**src/rtl/core/uart_rm_ram.sv**
```systemverilog
// Generic single-write, single-read RAM with registered read data.
`timescale 1ns / 1ps
`default_nettype none

module uart_rm_ram #(
  parameter int unsigned Width = 8,
  parameter int unsigned Depth = 16
) (
  input  wire logic                                  clk_i,
  input  wire logic                                  we_i,
  input  wire logic [((Depth > 1) ? $clog2(Depth) : 1)-1:0] waddr_i,
  input  wire logic [Width-1:0]                      wdata_i,
  input  wire logic                                  re_i,
  input  wire logic [((Depth > 1) ? $clog2(Depth) : 1)-1:0] raddr_i,
  output logic      [Width-1:0]                      rdata_o
);

  logic [Width-1:0] mem_q [Depth];

  always_ff @(posedge clk_i) begin
    if (we_i) begin
      mem_q[waddr_i] <= wdata_i;
    end
    if (re_i) begin
      rdata_o <= mem_q[raddr_i];
    end
  end

endmodule

`default_nettype wire

```
**config.mk**
```make
export PLATFORM = sky130hd
export DESIGN_NAME = uart_rm_ram
export DESIGN_NICKNAME = d
export VERILOG_FILES = /design/src/rtl/core/uart_rm_ram.sv
export SDC_FILE = /design/constraint.sdc
export NUM_CORES = 1
export LEC_CHECK = 0
export BUFFER_PORTS_ARGS = -buffer_cell sky130_fd_sc_hd__buf_2
export CORE_UTILIZATION = 25
export DETAILED_ROUTE_END_ITERATION = 12
export GPL_TIMING_DRIVEN = 0
export MAX_ROUTING_LAYER = met4
export PLACE_DENSITY_LB_ADDON = 0.08
export SYNTH_ARGS = -nofsm -noshare
export SYNTH_HDL_FRONTEND = slang
export SYNTH_SLANG_ARGS = --single-unit
export TNS_END_PERCENT = 50
```
**constraint.sdc**
```tcl
create_clock -name clk_i -period 2 [get_ports clk_i]
set_clock_uncertainty 0.05 [all_clocks]
set_input_delay 0.1 -clock clk_i [delete_from_list [all_inputs] [get_ports clk_i]]
set_output_delay 0.1 -clock clk_i [all_outputs]
set_load 0.02 [all_outputs]
```
---- Yosys cells after proc, flatten, opt, wreduce, memory -nomap -nowiden ----
Memories as Yosys holds them, arrays and structs flattened. A register that Yosys moved wholly into a read port is not among the register bits.
Cells that the tools add are included.
storage, ports and cells
  bits in registers ....................... 0
  latch bits .............................. 0
  bits in writable memories ............... 128
  memory bits (read-only) ................. 0
  bits of input ports ..................... 19
  output and inout port bits .............. 8
  memories ................................ 1
cells by class
  $add $sub $neg .......................... 0
  multiply operators ...................... 0
  divide/modulo/power cells ............... 0
  magnitude comparators ................... 0
  equal/unequal tests ..................... 0
  shift-type cells ........................ 0
  multiplexer cells ....................... 2
  bitwise logic cells ..................... 0
  reductions and logical operators ........ 0
memories
  name   depth  bits a word  rd ports  clocked after Yosys merged registers in  wr ports  RTL line  RTL
  mem_q  16     8            1         1                                        1         18        logic [Width-1:0] mem_q [Depth];
operators with widths
  kind    number
  $mux 1  2

---- Longest topological paths before layout ----
Gate-level depths: netlist of run 1.
  depth in word-level cells ............... 2
  depth in mapped cells ................... 5

---- Worst setup path before layout of run 1 ----
Ideal clock, no wire load.
  path kind ............................... input-to-reg
  start point ............................. input waddr_i[2] in the netlist's numbering
  end point ............................... memory mem_q[0][0], enable pin
  library setup time ...................... 0.383 ns
  data arrival time ....................... 1.210 ns
  required time ........................... 1.567 ns
  path slack .............................. 0.357 ns
  stages on the path ...................... 2
  path buffers ............................ 0
  cells stage by stage .................... or3b_2 > nor3_1
RTL lines
  what                RTL line  RTL
  start: declaration  11        input wire logic [((Depth > 1) ? $clog2(Depth) : 1)-1:0] waddr_i,
  end: declaration    18
No word-level cell before the write port.

==> flow_summary.ini, run 1 <==
[cts]
holdBufCountCts = 1
clk_path_buf_depth = 2
cts_tree = built
path_clk_slew_ps = 60
clkSinkCount = 136
cts-resized-gates = 0
cts_root_buffer = clkbuf_16
post_cts_buffers = 0
cts_made_buffers = 17
htree_levels = 4
clk-insertion-delay-late_ps = 420

[drt]
wl_mm = 12.1
num_vias = 2408
drtIter0Drc = 168
wl_per_cell_um = 21.8
ant_nets = 0
dr.pass1.iters = 4
vias_per_cell = 4.32
drc_errors = 0

[placement]
post_dp_cell_area_um2 = 5710
gp_congestion = 0.745
hpwl_mm = 7.85
io_buffers = 25
dp.cells = 524

[floorplanning]
core_area_um2 = 20400
die_h_um = 147
die_area_um2 = 21500
io_pins = 27
die_w_um = 147
core.rowCount = 52
start_util_pct = 25.7

[cells_and_area]
layout_commonest_cell = edfxtp_1
utilization_pct = 31.1
layout-drive-gt1-share_pct = 28.9
fill_cells = 1953
insertedDiodeCount = 0
nets = 293
post-route-cell-area_um2 = 6340
area_delta_synth_final_pct = 21.2
layout.cells.most_common_list = edfxtp_1 (136), buf_2 (28), mux4_2 (18)
stdcell_count = 557

[global_routing]
grt_max_degree = 17
grt_pass1_wl_mm = 17.4
grt_pass1_vias = 2568
track_usage_pct = 12.6
grt_overflow = 0
antenna_found_initial = 0

[sta]
whs_ps = 46.0
setup_violations = 0
timing.final.crit_share_pct = 84.9
setup_tns_ps = 0
fmax_mhz = 589
drv_slew = 0
rsz0062_at_grt = false
tightest_slew_ps = 910
period_needed_ps = 1700
hold_viol_final = 0
slew_headroom_pct = 39.1

[power]
p_seq_share_pct = 47.0
power_switching_uw = 1340
irDropWorstVdd_uv = 582
intPower_uw = 5520
powerDensity_nw_per_um2 = 1080
switching_share_pct = 19.6
combPwrFrac_pct = 4.9
cellLeakagePower_uw = 0.00206
clkPwrFrac_pct = 48.1

[setup_path]
crit_arrival_ps = 1800
path_class = reg -> reg
end_kind = flip-flop
r2r_slack_ps = 300
crit_fanout = 1
start_kind = flip-flop
crit_required_ps = 2110

[job]
cap_violations = 0

[synthesis]
synthXorXnorAreaFrac_pct = 0
syn-num-nets = 248
synth_top_family_by_area = multiplexers
netlist_area_um2 = 5230
ys_ff_latch = 136
avgSynthCellArea_um2 = 22.8
synth_seq_area_share_pct = 78.1
synth_mux_area_share_pct = 14.8
synth_cell_type_count = 18
ys_warn_count = 0
postSynthCellCount = 229
synthAdderAreaFrac_pct = 0
synth_compound_area_share_pct = 2.30
synthSimpleGateAreaFrac_pct = 3.14

[hold_path]
hold_path_class = in -> reg

[run_status]
status = finished, final reports clean
==> path summary, 6_finish.rpt <==
path | startpoint | endpoint | cells after the start
max | mem_q[1][1] | rdata_o[1] | 3
min | wdata_i[5] | mem_q[6][5] | 1
max reg2reg | mem_q[1][1] | rdata_o[1] | 3
min reg2reg | mem_q[15][2] | rdata_o[2] | 3
==> routing by layer <==
layer  vias to the layer above  track usage [%]  part of all wire (%)
met5                         -                -                     0
li1                       1067                -                     -
met2                        55             18.6                    47
met4                         0             4.90                   1.4
met3                        14             3.41                   4.9
met1                      1272             16.3                    47
==> sequential cells by signal (all words and copies together), names as in the netlist <==
| signal | count |
|---|---|
| mem_q | 128 |
| rdata_o | 8 |
==> cell type report <==
class	instances	area, µm²	area share [%]
clock buffers	20	437	6.89
multi-input cells	83	1080	17.0
flip-flops and latches	136	4080	64.4
well taps	270	338	5.33
plain buffers	10	86.3	1.36
repair buffers	26	135	2.13
clock inverters	12	180	2.84
==> cells by family after synthesis <==
kind of cell	after synthesis
and+or+nand+nor	35
buffers and inverters	10
DFF	136
AOI/OAI and AO/OA	16
muxes	32
==> critical path: stages, from the launching register on <==
cell and delay (ps):
edfxtp_1 350, mux4_1 550, a22oi_1 390, nand2_1 110
==> power by group through the flow <==
stage / Combinational (µW) / Clock, µW / Sequential (µW)
4_1_cts: 350 / 3360 / 3230
3_3_place_gp: 346 / 0 / 3280
2_1_floorplan: 162 / 0 / 3300
6_report: 338 / 3300 / 3230
5_1_grt: 368 / 3470 / 3230
3_5_place_dp: 349 / 0 / 3290
==> cell usage after synthesis <==
master | count | share of area [%]
buf_6 | 3 | 0.65
buf_2 | 3 | 0.29
nand2b_1 | 2 | 0.24
buf_4 | 1 | 0.14
mux4_2 | 18 | 7.8
nand2_1 | 9 | 0.65
nor2_1 | 13 | 0.93
nor2b_1 | 1 | 0.12
or3b_2 | 1 | 0.17
and2_1 | 1 | 0.12
clkdlybuf4s25_2 | 3 | 0.57
nand3_1 | 1 | 0.096
and2b_1 | 1 | 0.14
mux4_1 | 14 | 7.0
edfxtp_1 | 136 | 78
nor3_1 | 4 | 0.38
a22oi_1 | 16 | 2.3
nand3b_1 | 2 | 0.29
==> metrics by stage <==
step | setup WS (ps) | power (µW)
finish | 302 | 6870
global route | 165 | 7070
CTS | 292 | 6930
detailed placement | -20.5 | 3630
global placement | -368 | 3630
floorplan | 357 | 3460
Note: power is estimated with default switching activity, not from simulation.
==> inputs of run 2 (changes only) <==
- clock period: 2 -> 1.4 ns (I/O delays scaled with it)
==> run 2 against run 1 <==
Effect of this change:
- the run now ends with setup timing left
- flip-flop and latch count stayed put
- worst hold slack worse by 32 ps
- total power is 33% higher
- global-route usage is 0.26 points higher
- wire length is 2.6% higher
- core utilization is 0.30 points lower
- combinational power is 50% higher
- non-clock buffer count stayed put
==> flow_summary.ini, run 2 (synthesis results as in run 1) <==
[run_status]
status = finished with violations
violations = setup timing

[drt]
wl_per_cell_um = 22.3
drtIter0Drc = 227
dr.pass1.iters = 4
drc_errors = 0
num_vias = 2413
ant_nets = 0
wl_mm = 12.4
vias_per_cell = 4.32

[floorplanning]
die_w_um = 147
core_area_um2 = 20400
io_pins = 27
die_area_um2 = 21500
die_h_um = 147
core.rowCount = 52
start_util_pct = 25.7

[cts]
clk-insertion-delay-late_ps = 420
clkSinkCount = 136
cts_tree = built
post_cts_buffers = 0
path_clk_slew_ps = 60
cts_made_buffers = 17
htree_levels = 4
clk_path_buf_depth = 2
cts_root_buffer = clkbuf_16

[global_routing]
grt_pass1_vias = 2524
track_usage_pct = 12.8
met3_usage_pct = 3.19
gr-max-usage-layer = met2
grtUsageMet2_pct = 18.5
grt_overflow = 0
grt_max_degree = 17
antenna_found_initial = 1
grt_pass1_wl_mm = 18.0
use_met1_pct = 17.2

[setup_path]
r2r-start = mem_q[3][3]
worst_path_max_delay_cell = mux4_2
r2r_end = rdata_o[3]
cp.depth = 3
crit_fanout = 1
critPathTopFamily = multiplexers
startpoint = mem_q[3][3]
r2r_slack_ps = -200
start_kind = flip-flop
crit_arrival_ps = 1690
cp.buffers_inverters = 0
max_stage_delay_ps = 510
end_kind = flip-flop
worstPathCellList = mux4_2 > a22oi_2 > nand2_1
crit_required_ps = 1490
crit_end = rdata_o[3]
path_class = reg -> reg
worst-r2r-cell-count = 3

[cells_and_area]
layout_commonest_cell = edfxtp_1
utilization_pct = 30.8
area_delta_synth_final_pct = 20.1
stdcell_count = 558
layout.cells.most_common_list = edfxtp_1 (136), buf_2 (28), mux4_2 (24)
reg_top3 = mem_q x128, rdata_o x8
largest_reg_flops = 128
multi_input_area_um2 = 1110
layout-drive-gt1-share_pct = 35.2
seqCellArea_um2 = 4080
fill_cells = 1957
largest-register = mem_q
post-route-cell-area_um2 = 6280
nets = 293

[sta]
rsz0062_at_grt = true
hold_viol_final = 0
fmax_mhz = 626
drv_slew = 0
timing.final.crit_share_pct = 114
whs_ps = 14.0
tightest_slew_ps = 959
period_needed_ps = 1600
slew_headroom_pct = 35.8
timing.final.ws_setup_ps = -196
setup_violations = 8

[power]
cellLeakagePower_uw = 0.00201
combPwrFrac_pct = 5.6
power_switching_uw = 1940
intPower_uw = 7180
irDropWorstVdd_uv = 793
powerDensity_nw_per_um2 = 1450
switching_share_pct = 21.3
clkPwrFrac_pct = 43.9
p_seq_share_pct = 50.6

[placement]
io_buffers = 25
dp.cells = 524
post-place-ws_ps = -601
post_dp_cell_area_um2 = 5710
hpwl_mm = 7.78
gp_congestion = 0.698

[job]
cap_violations = 0

[hold_path]
hold_path_class = in -> reg
run 2: power groups by stage:
| stage | Sequential (µW) | Combinational, µW | Clock (µW) |
|---|---|---|---|
| after detailed placement | 4690 | 502 | 0 |
| after global routing | 4610 | 549 | 4260 |
| after global placement | 4690 | 499 | 0 |
| after CTS | 4610 | 526 | 4080 |
| after floorplan | 4720 | 232 | 0 |
| final | 4610 | 507 | 4000 |
run 2: worst min path at each step:
stage	start	endpoint	cells after the start
after floorplan	wdata_i[0]	mem_q[0][0]	0
after global placement	re_i	rdata_o[3]	1
after detailed placement	re_i	rdata_o[3]	1
after CTS	wdata_i[6]	mem_q[4][6]	1
after global routing	wdata_i[6]	mem_q[4][6]	1
final	wdata_i[5]	mem_q[5][5]	1
run 2: repair_timing:
item	CTS	global route
endpoints found under the hold margin	8	0
hold buffers	1	0
cloned	0	0
resized for setup	18	1
endpoints found under the setup margin	48	8
pin swaps	9	0
run 2: layer usage:
metal,routed length (µm),part of all wire (%),up-vias
met5,0,0,-
met4,124,1.0,0
met3,556,4.5,10
met2,5910,48,54
met1,5850,47,1282
li1,-,-,1067
run 2: worst register-to-register path: cells and delay by family, from the launching register on:
kind | cells | cell delay (ps)
muxes | 1 | 510
DFF | 1 | 360
AOI/OAI and AO/OA | 1 | 280
and+or+nand+nor | 1 | 120
run 2: final cells by class:
| class | count | area share (%) |
|---|---|---|
| clock inverters | 12 | 1.36 |
| clock buffers | 20 | 6.96 |
| diodes | 1 | 0.0399 |
| repair buffers | 26 | 2.15 |
| well taps | 270 | 5.38 |
| multi-input cells | 83 | 17.7 |
| plain buffers | 10 | 1.38 |
| flip-flops and latches | 136 | 65.1 |
run 2: through the flow:
stage               TNS, ps  total power (µW)
floorplan             -9.69              4950
global placement     -53460              5190
detailed placement   -43640              5200
CTS                   -1010              9210
global route          -1350              9420
finish                -1090              9110
